[src/hw/rtl/cdp_pkg.sv]
// ============================================================================
// cdp_pkg: shared types and constants of the coin change dispenser
// Word formats, operation and status codes, denomination tables and the
// control and token structs that pass between the controller and the cells.
// ============================================================================
`default_nettype none

package cdp_pkg;

  localparam int NUM_DENOMS = 8;
  localparam int SLOT_W     = $clog2(NUM_DENOMS);
  localparam int COUNT_W    = 10;
  localparam int AMOUNT_W   = 16;
  localparam int VALUE_W    = 10;
  localparam int RECIP_W    = 32;
  localparam int OP_W       = 2;
  localparam int STATUS_W   = 2;

  localparam logic [OP_W-1:0] OP_LOAD   = 2'd0;
  localparam logic [OP_W-1:0] OP_CHANGE = 2'd1;
  localparam logic [OP_W-1:0] OP_REFILL = 2'd2;

  localparam logic [STATUS_W-1:0] ST_OK       = 2'd0;
  localparam logic [STATUS_W-1:0] ST_EMPTY    = 2'd1;
  localparam logic [STATUS_W-1:0] ST_NO_EXACT = 2'd2;

  localparam logic [COUNT_W-1:0] DEFAULT_COUNT_RST = 10'd20;

  // Face value of each slot in cents, smallest first.
  localparam logic [VALUE_W-1:0] FACE_TAB [NUM_DENOMS] = '{
    10'd5, 10'd10, 10'd20, 10'd50, 10'd100, 10'd200, 10'd500, 10'd1000
  };

  // Rounded-up reciprocals, ceil(2^32 / face). For any 16-bit amount the top
  // bits of amount * reciprocal give the exact quotient amount / face.
  localparam logic [RECIP_W-1:0] RECIP_TAB [NUM_DENOMS] = '{
    32'd858993460, 32'd429496730, 32'd214748365, 32'd85899346,
    32'd42949673,  32'd21474837,  32'd8589935,   32'd4294968
  };

  typedef struct packed {
    logic [OP_W-1:0]     op;
    logic [SLOT_W-1:0]   slot;
    logic [COUNT_W-1:0]  count_value;
    logic [AMOUNT_W-1:0] amount;
  } in_word_t;

  typedef struct packed {
    logic [STATUS_W-1:0] status;
    logic [SLOT_W-1:0]   coin_slot;
    logic [VALUE_W-1:0]  face_cents;
    logic [COUNT_W-1:0]  dispensed;
    logic                last;
  } out_word_t;

  // Commands broadcast from the controller to every cell.
  typedef struct packed {
    logic               load_we;
    logic [SLOT_W-1:0]  load_slot;
    logic [COUNT_W-1:0] load_value;
    logic               refill;
    logic [COUNT_W-1:0] refill_value;
    logic               commit;
  } cell_ctrl_t;

  // Remaining amount travelling down the chain, largest slot first.
  typedef struct packed {
    logic                valid;
    logic [AMOUNT_W-1:0] rest;
  } token_t;

endpackage

`default_nettype wire

[src/hw/rtl/cdp_cell.sv]
// ============================================================================
// cdp_cell: one denomination slot of the change chain
// Holds the coin count of its slot. A token carrying the unpaid rest enters,
// the cell takes as many of its coins as fit and passes the new rest on.
// ============================================================================
`default_nettype none

module cdp_cell (
  input  wire                          clk,
  input  wire                          rst_n,
  input  wire  [cdp_pkg::SLOT_W-1:0]   cell_id,
  input  cdp_pkg::cell_ctrl_t          ctrl,
  input  cdp_pkg::token_t              tok_in,
  output cdp_pkg::token_t              tok_out,
  output logic [cdp_pkg::COUNT_W-1:0]  take,
  output logic                         nonzero
);
  import cdp_pkg::*;

  logic [COUNT_W-1:0]          count_r;
  logic                        busy_r;
  logic [AMOUNT_W-1:0]         quot_r;
  logic [AMOUNT_W-1:0]         rest_r;
  logic [COUNT_W-1:0]          take_r;
  logic                        tok_vld_r;
  logic [AMOUNT_W-1:0]         tok_rest_r;

  logic [VALUE_W-1:0]          face;
  logic [AMOUNT_W+RECIP_W-1:0] prod;
  logic [COUNT_W-1:0]          take_nxt;
  logic [COUNT_W+VALUE_W-1:0]  paid;
  logic [AMOUNT_W-1:0]         rest_nxt;

  assign face = FACE_TAB[cell_id];
  assign prod = (AMOUNT_W+RECIP_W)'(tok_in.rest) * (AMOUNT_W+RECIP_W)'(RECIP_TAB[cell_id]);

  // After the quotient register: bound the quotient by the stock, then pay it off.
  always_comb begin
    if (quot_r > AMOUNT_W'(count_r)) begin
      take_nxt = count_r;
    end else begin
      take_nxt = quot_r[COUNT_W-1:0];
    end
    paid     = (COUNT_W+VALUE_W)'(take_nxt) * (COUNT_W+VALUE_W)'(face);
    rest_nxt = rest_r - paid[AMOUNT_W-1:0];
  end

  always_ff @(posedge clk) begin
    if (!rst_n) begin
      count_r   <= '0;
      busy_r    <= 1'b0;
      tok_vld_r <= 1'b0;
    end else begin
      busy_r    <= tok_in.valid;
      tok_vld_r <= busy_r;
      if (ctrl.refill) begin
        count_r <= ctrl.refill_value;
      end else if (ctrl.load_we && ctrl.load_slot == cell_id) begin
        count_r <= ctrl.load_value;
      end else if (ctrl.commit) begin
        count_r <= count_r - take_r;
      end
    end
  end

  always_ff @(posedge clk) begin
    if (tok_in.valid) begin
      quot_r <= prod[AMOUNT_W+RECIP_W-1:RECIP_W];
      rest_r <= tok_in.rest;
    end
    if (busy_r) begin
      take_r     <= take_nxt;
      tok_rest_r <= rest_nxt;
    end
  end

  assign tok_out.valid = tok_vld_r;
  assign tok_out.rest  = tok_rest_r;
  assign take          = take_r;
  assign nonzero       = (count_r != '0);

endmodule

`default_nettype wire

[src/hw/rtl/coin_change_dispenser.sv]
// ============================================================================
// coin_change_dispenser: greedy change maker with a coin inventory
// Keeps a coin count for each of eight denominations and pays change from
// the largest coin down, bounded by the stock, debiting only on success.
// ============================================================================
// Usage:
//   The input channel (in_valid/in_ready/in_data) takes one word per
//   operation: load one slot count, refill all slots from the default count,
//   or make change for an amount. Load and refill produce no result word and
//   complete in the cycle they are accepted. A change word produces one or
//   more result words on out_valid/out_ready/out_data, the final one marked
//   with last. The cfg_we/cfg_wdata port sets the default count for refill.
//   Flow: a change request walks a token down a chain of eight slot cells
//   before the first result word is presented.
//   Results are then emitted one per cycle while the receiver is ready,
//   except that each unused slot is passed over before the next result;
//   no new word is accepted until the change is complete. An empty
//   inventory is answered without the chain: its result word passes
//   through the response state into the output register.
//   Reset clears every count to zero and the default count to 20.
//   While the receiver stalls, the result waits in the output register and
//   the emission pauses; no result is ever dropped.
// ============================================================================
`default_nettype none

module coin_change_dispenser (
  input  wire                         clk,
  input  wire                         rst_n,
  input  wire                         in_valid,
  output logic                        in_ready,
  input  cdp_pkg::in_word_t           in_data,
  output logic                        out_valid,
  input  wire                         out_ready,
  output cdp_pkg::out_word_t          out_data,
  input  wire                         cfg_we,
  input  wire  [cdp_pkg::COUNT_W-1:0] cfg_wdata
);
  import cdp_pkg::*;

  typedef enum logic [1:0] {
    S_IDLE,
    S_RUN,
    S_RESP,
    S_EMIT
  } state_t;

  state_t                state_r;
  logic [COUNT_W-1:0]    default_count_r;
  logic [STATUS_W-1:0]   status_r;
  logic [SLOT_W-1:0]     idx_r;
  logic                  out_valid_r;
  out_word_t             out_data_r;

  cell_ctrl_t            ctrl;
  token_t                tok [NUM_DENOMS+1];
  logic [COUNT_W-1:0]    take_arr [NUM_DENOMS];
  logic [NUM_DENOMS-1:0] nz;
  logic [NUM_DENOMS-1:0] take_nz;

  logic                  accept;
  logic                  out_free;
  logic                  emit;
  logic                  any_stock;
  logic                  lower_nz;
  logic [COUNT_W-1:0]    cur_take;

  // The chain of slot cells: the token enters at the largest coin and
  // leaves after the smallest one.
  for (genvar i = 0; i < NUM_DENOMS; i++) begin : g_cell
    cdp_cell u_cell (
      .clk     (clk),
      .rst_n   (rst_n),
      .cell_id (SLOT_W'(i)),
      .ctrl    (ctrl),
      .tok_in  (tok[i+1]),
      .tok_out (tok[i]),
      .take    (take_arr[i]),
      .nonzero (nz[i])
    );
    assign take_nz[i] = (take_arr[i] != '0);
  end

  assign in_ready  = (state_r == S_IDLE);
  assign accept    = in_valid && in_ready;
  assign out_free  = !out_valid_r || out_ready;
  assign any_stock = |nz;
  assign cur_take  = take_arr[idx_r];

  // A new result word is loaded into the output register this cycle.
  assign emit = out_free &&
                ((state_r == S_RESP) || ((state_r == S_EMIT) && (cur_take != '0)));

  // The current result is the last one when no smaller slot pays anything.
  always_comb begin
    lower_nz = 1'b0;
    for (int i = 0; i < NUM_DENOMS; i++) begin
      if (SLOT_W'(i) < idx_r && take_nz[i]) begin
        lower_nz = 1'b1;
      end
    end
  end

  always_comb begin
    ctrl.load_we      = accept && (in_data.op == OP_LOAD);
    ctrl.load_slot    = in_data.slot;
    ctrl.load_value   = in_data.count_value;
    ctrl.refill       = accept && (in_data.op == OP_REFILL);
    ctrl.refill_value = default_count_r;
    // Commit only once the chain has paid the whole amount.
    ctrl.commit       = (state_r == S_RUN) && tok[0].valid &&
                        (tok[0].rest == '0) && (take_nz != '0);
    tok[NUM_DENOMS].valid = accept && (in_data.op == OP_CHANGE) && any_stock;
    tok[NUM_DENOMS].rest  = in_data.amount;
  end

  always_ff @(posedge clk) begin
    if (!rst_n) begin
      state_r         <= S_IDLE;
      default_count_r <= DEFAULT_COUNT_RST;
      out_valid_r     <= 1'b0;
      status_r        <= ST_OK;
      idx_r           <= '0;
    end else begin
      if (cfg_we) begin
        default_count_r <= cfg_wdata;
      end
      if (emit) begin
        out_valid_r <= 1'b1;
      end else if (out_ready) begin
        out_valid_r <= 1'b0;
      end
      unique case (state_r)
        S_IDLE: begin
          if (accept && in_data.op == OP_CHANGE) begin
            if (any_stock) begin
              state_r <= S_RUN;
            end else begin
              status_r <= ST_EMPTY;
              state_r  <= S_RESP;
            end
          end
        end
        S_RUN: begin
          if (tok[0].valid) begin
            if (tok[0].rest != '0) begin
              status_r <= ST_NO_EXACT;
              state_r  <= S_RESP;
            end else if (take_nz == '0) begin
              status_r <= ST_OK;
              state_r  <= S_RESP;
            end else begin
              idx_r   <= SLOT_W'(NUM_DENOMS - 1);
              state_r <= S_EMIT;
            end
          end
        end
        S_RESP: begin
          if (out_free) begin
            out_data_r.status     <= status_r;
            out_data_r.coin_slot  <= '0;
            out_data_r.face_cents <= '0;
            out_data_r.dispensed  <= '0;
            out_data_r.last       <= 1'b1;
            state_r               <= S_IDLE;
          end
        end
        S_EMIT: begin
          if (cur_take == '0) begin
            idx_r <= idx_r - 1'b1;
          end else if (out_free) begin
            out_data_r.status     <= ST_OK;
            out_data_r.coin_slot  <= idx_r;
            out_data_r.face_cents <= FACE_TAB[idx_r];
            out_data_r.dispensed  <= cur_take;
            out_data_r.last       <= !lower_nz;
            if (lower_nz) begin
              idx_r <= idx_r - 1'b1;
            end else begin
              state_r <= S_IDLE;
            end
          end
        end
        default: begin
          state_r <= S_IDLE;
        end
      endcase
    end
  end

  assign out_valid = out_valid_r;
  assign out_data  = out_data_r;

endmodule

`default_nettype wire
[config.mk]
export PLATFORM = sky130hd
export DESIGN_NAME = coin_change_dispenser
export DESIGN_NICKNAME = d
export VERILOG_FILES = /design/src/hw/rtl/cdp_pkg.sv /design/src/hw/rtl/cdp_cell.sv /design/src/hw/rtl/coin_change_dispenser.sv
export SDC_FILE = /design/constraint.sdc
export NUM_CORES = 2
export LEC_CHECK = 0
export BUFFER_PORTS_ARGS = -buffer_cell sky130_fd_sc_hd__buf_4
export CAP_MARGIN = 20
export CORE_ASPECT_RATIO = 1.25
export CORE_UTILIZATION = 25
export CTS_CLUSTER_DIAMETER = 40
export DETAILED_ROUTE_END_ITERATION = 12
export HOLD_SLACK_MARGIN = 0.12
export PLACE_DENSITY_LB_ADDON = 0.3
export SETUP_SLACK_MARGIN = 0.3
export SYNTH_ARGS = -nofsm -noshare
export SYNTH_HDL_FRONTEND = slang
export SYNTH_SLANG_ARGS = --single-unit
[constraint.sdc]
create_clock -name clk -period 6.8 [get_ports clk]
set_input_delay 0.34 -clock clk [delete_from_list [all_inputs] [get_ports clk]]
set_output_delay 0.34 -clock clk [all_outputs]
set_load 0.01 [all_outputs]
==> results.json <==
{
  "status": "finished, final reports clean",
  "maxCapViolations": 0,
  "dpl.cell_count": 11295,
  "p_int_mw": 16.1,
  "core_area_um2": 295000,
  "gp_congestion": 0.903,
  "slew_headroom_pct": 23.4,
  "cp-end-kind": "register",
  "powerDensity_nw_per_um2": 331,
  "stdcell_count": 11654,
  "drt-total-wl_mm": 205,
  "dieArea_um2": 300000,
  "worstPathArrival_ns": 6.82,
  "grt_pass1_wl_mm": 321,
  "slew_violations": 0,
  "drc": 0,
  "first_global_vias": 55818,
  "worstPathRequired_ns": 7.31,
  "tritoncts": "done",
  "drive_above_1_share_pct": 9.42,
  "max_slew.worst_pin.slew_ns": 1.14,
  "antenna_found_initial": 23,
  "synth_ff_type": "edfxtp_1",
  "cts.sinks": 559,
  "wl_per_cell_um": 17.6,
  "fin_nets": 10126,
  "hold_viol": 0,
  "hpwlAfterDp_mm": 173,
  "postSynthCellCount": 7167,
  "synthDistinctLibCells": 75,
  "grt_use_met1_pct": 16.3,
  "avgViaCountPerCell": 4.42,
  "port_buffers": 73,
  "seq_power_share_pct": 14.7,
  "grt-ovfl-total": 0,
  "htree_levels": 3,
  "numCtsBuffers": 119,
  "p_leak_nw": 42.5,
  "worstPathMaxFanout": 3,
  "die_w_um": 490,
  "dieHeight_um": 612,
  "first_pass_iters": 5,
  "ys_seq_elements": 559,
  "vias": 51538,
  "yosysWarnings": 0,
  "placementRows": 223,
  "clk_latency_ns": 0.77,
  "use_met2_pct": 25.3,
  "nFillCells": 30608,
  "ys_seq_area_share_pct": 21.0,
  "pin_count": 74,
  "clock_path_buffers": 3,
  "power_switching_mw": 12.6,
  "grt_usage_pct": 13.8,
  "ant_nets": 0,
  "fin_hold_ws_ns": 0.220,
  "cp-start-kind": "register",
  "reg2reg_depth": 23,
  "p_clk_share_pct": 20.2,
  "root_buffer": "clkbuf_16",
  "syn2layout_area_growth_pct": 16.6,
  "peakVddDrop_mv": 0.687,
  "hold-path-cell-count": 5,
  "drt-initial-drc-count": 2351,
  "grt-busiest-layer": "met2",
  "power_frac_comb_pct": 65.1,
  "finalCriticalPeriod_ns": 6.31,
  "start_util_pct": 25.2,
  "clock.fmax_mhz": 159,
  "grt_max_degree": 79,
  "syn_avg_cell_area_um2": 10.4,
  "pre_cts_ws_ns": -0.139,
  "place_area_um2": 81000,
  "rsz0062_at_grt": "yes",
  "synth_edf_count": 445,
  "worst_slack_ns": 0.494,
  "fin_skew_ns": 0.0932,
  "finalCritPeriodShare_pct": 92.7,
  "grt.met3_usage_pct": 1.53,
  "hp-class": "primary input to register",
  "setup-violations-final": 0,
  "path_class": "register to register",
  "fin_setup_tns_ns": 0,
  "synth_area_um2": 74400,
  "stdcell_area_um2": 86700,
  "synthArstFlopShare_pct": 0,
  "clk_pin_slew_ns": 0.05,
  "swShare_pct": 43.9
}
sequential cells by signal (all words and copies together) (netlist names):
register,count
g_cell.u_cell.tok_vld_r,8
g_cell.u_cell.rest_r,128
idx_r,3
state_r,2
out_valid,1
g_cell.u_cell.quot_r,84
g_cell.u_cell.busy_r,8
g_cell.u_cell.take,80
g_cell.u_cell.tok_rest_r,128
default_count_r,10
out_data,25
status_r,2
g_cell.u_cell.count_r,80
placed cells by master, fill, tap and decap left out, drive strengths merged, types with 34 or more instances in the layout:
cell type	instances
inv	1686
ha	1625
fa	850
edfxtp	445
nor2	345
buf	325
a21oi	305
o21ai	251
nand2	185
xnor2	164
clkbuf	129
a21o	126
dfxtp	114
nor3	105
xor2	95
nor2b	83
a211oi	77
nand2b	67
nand4	53
o21a	51
a21boi	49
nand3	48
clkinv	47
nor4	46
dlygate4sd3	45
mux2i	36
and2	35
mux2	35
and3	34
power by group through the flow:
stage / clock network, mW / registers (mW) / logic [mW]
after CTS: 5.93 / 4.23 / 17.9
after global placement: 0 / 4.32 / 17.3
after floorplan: 0 / 4.27 / 12.8
after detailed placement: 0 / 4.32 / 17.4
after global routing: 6.08 / 4.23 / 21.4
final: 5.80 / 4.22 / 18.7
critical path, cell delays in order (launching register included):
cell       delay (ns)
edfxtp_1         0.47
buf_4            0.20
ha_1             0.33
fa_1             0.51
inv_1            0.07
fa_1             0.52
fa_1             0.45
fa_1             0.50
inv_1            0.06
fa_1             0.52
ha_4             0.21
a21o_1           0.18
a21o_1           0.17
a21o_1           0.19
a2111oi_4        0.29
buf_4            0.16
o211ai_1         0.09
buf_4            0.19
a311oi_4         0.29
nor2b_1          0.07
nor2_1           0.19
o21bai_1         0.13
a21oi_1          0.17
xnor2_1          0.08
cell type report:
| cell class | instances | area, um^2 | share of cell area (%) |
|---|---|---|---|
| Clock buffer | 129 | 3050 | 3.51 |
| Timing Repair Buffer | 370 | 2960 | 3.41 |
| Tap cell | 3937 | 4930 | 5.68 |
| Inverter | 1660 | 6230 | 7.19 |
| Sequential cell | 559 | 15700 | 18.0 |
| Antenna cell | 6 | 15.0 | 0.0173 |
| Multi-Input combinational cell | 4895 | 52900 | 61.0 |
| Clock inverter | 98 | 1010 | 1.16 |
what timing repair did:
| action | 4_1_cts | 5_1_grt |
|---|---|---|
| hold endpoints to repair | 50 | 0 |
| endpoints found under the setup margin | 20 | 58 |
| hold buffers | 45 | 0 |
| pin swaps | 4 | 74 |
| buffers inserted | 28 | 51 |
| resized for setup | 16 | 136 |
final timing paths:
path / from / endpoint / slack [ns]
setup reg to reg: g_cell[6].u_cell.tok_rest_r[4]$_DFFE_PP_ / g_cell[5].u_cell.quot_r[8]$_DFFE_PP_ / 0.49
setup / recovery: g_cell[6].u_cell.tok_rest_r[4]$_DFFE_PP_ / g_cell[5].u_cell.quot_r[8]$_DFFE_PP_ / 0.49
hold / removal: in_data[22] / g_cell[5].u_cell.count_r[6]$_SDFFE_PN0P_ / 0.22
hold reg to reg: g_cell[5].u_cell.rest_r[0]$_DFFE_PP_ / g_cell[5].u_cell.tok_rest_r[0]$_DFFE_PP_ / 0.41
cells by family (layout without fill, tap and decap cells):
group | Yosys count | after routing | share of synthesized area [%]
mux | 91 | 91 | 1.62
fa+ha+maj | 2475 | 2475 | 50.2
simple gates | 1052 | 1052 | 6.99
other cells | 2 | 29 | 0.0101
xor+xnor | 259 | 259 | 3.05
buf+inv | 1734 | 2257 | 8.82
compound gates | 995 | 995 | 8.27
flops | 559 | 559 | 21.0
cells in the mapped netlist (11+ instances only):
cell      count  share of area (%)
a211oi_1     77               0.78
a21boi_0     41               0.41
a21o_1      126                1.3
a21oi_1     303                2.0
a22oi_1      13               0.13
a311oi_1     14               0.16
a31oi_1      20               0.17
and2_1       35               0.29
and3_1       34               0.29
clkbuf_1     54               0.27
dfxtp_1     114                3.1
edfxtp_1    445                 18
fa_1        850                 23
ha_1       1625                 27
inv_1      1659                8.4
mux2_2       32               0.48
mux2i_1      36               0.48
mux4_2       20               0.61
nand2_1     185               0.93
nand2b_1     67               0.56
nand3_1      48               0.32
nand4_1      53               0.45
nor2_1      339                1.7
nor2b_1      83               0.70
nor3_1      105               0.71
nor4_1       44               0.37
o211ai_1     14               0.14
o21a_1       51               0.51
o21ai_0     240                1.6
o21ai_1      11              0.074
o21bai_1     13               0.13
or2_2        18               0.15
or3_1        13               0.11
xnor2_1     164                1.9
xor2_1       95                1.1
stage by stage:
step,utilization [%],power (mW)
4_1_cts,29.0,28.1
6_report,29.3,28.7
3_5_place_dp,27.4,21.7
2_1_floorplan,-,17.1
3_3_place_gp,27.4,21.6
5_1_grt,29.3,31.7
routing by layer:
metal / vias up / part of all wire, %
met4: 10 / 3.7
met1: 25584 / 42
met3: 319 / 3.3
met2: 841 / 51
met5: - / 0.032
li1: 24784 / -
(Power assumes the default switching activity.)
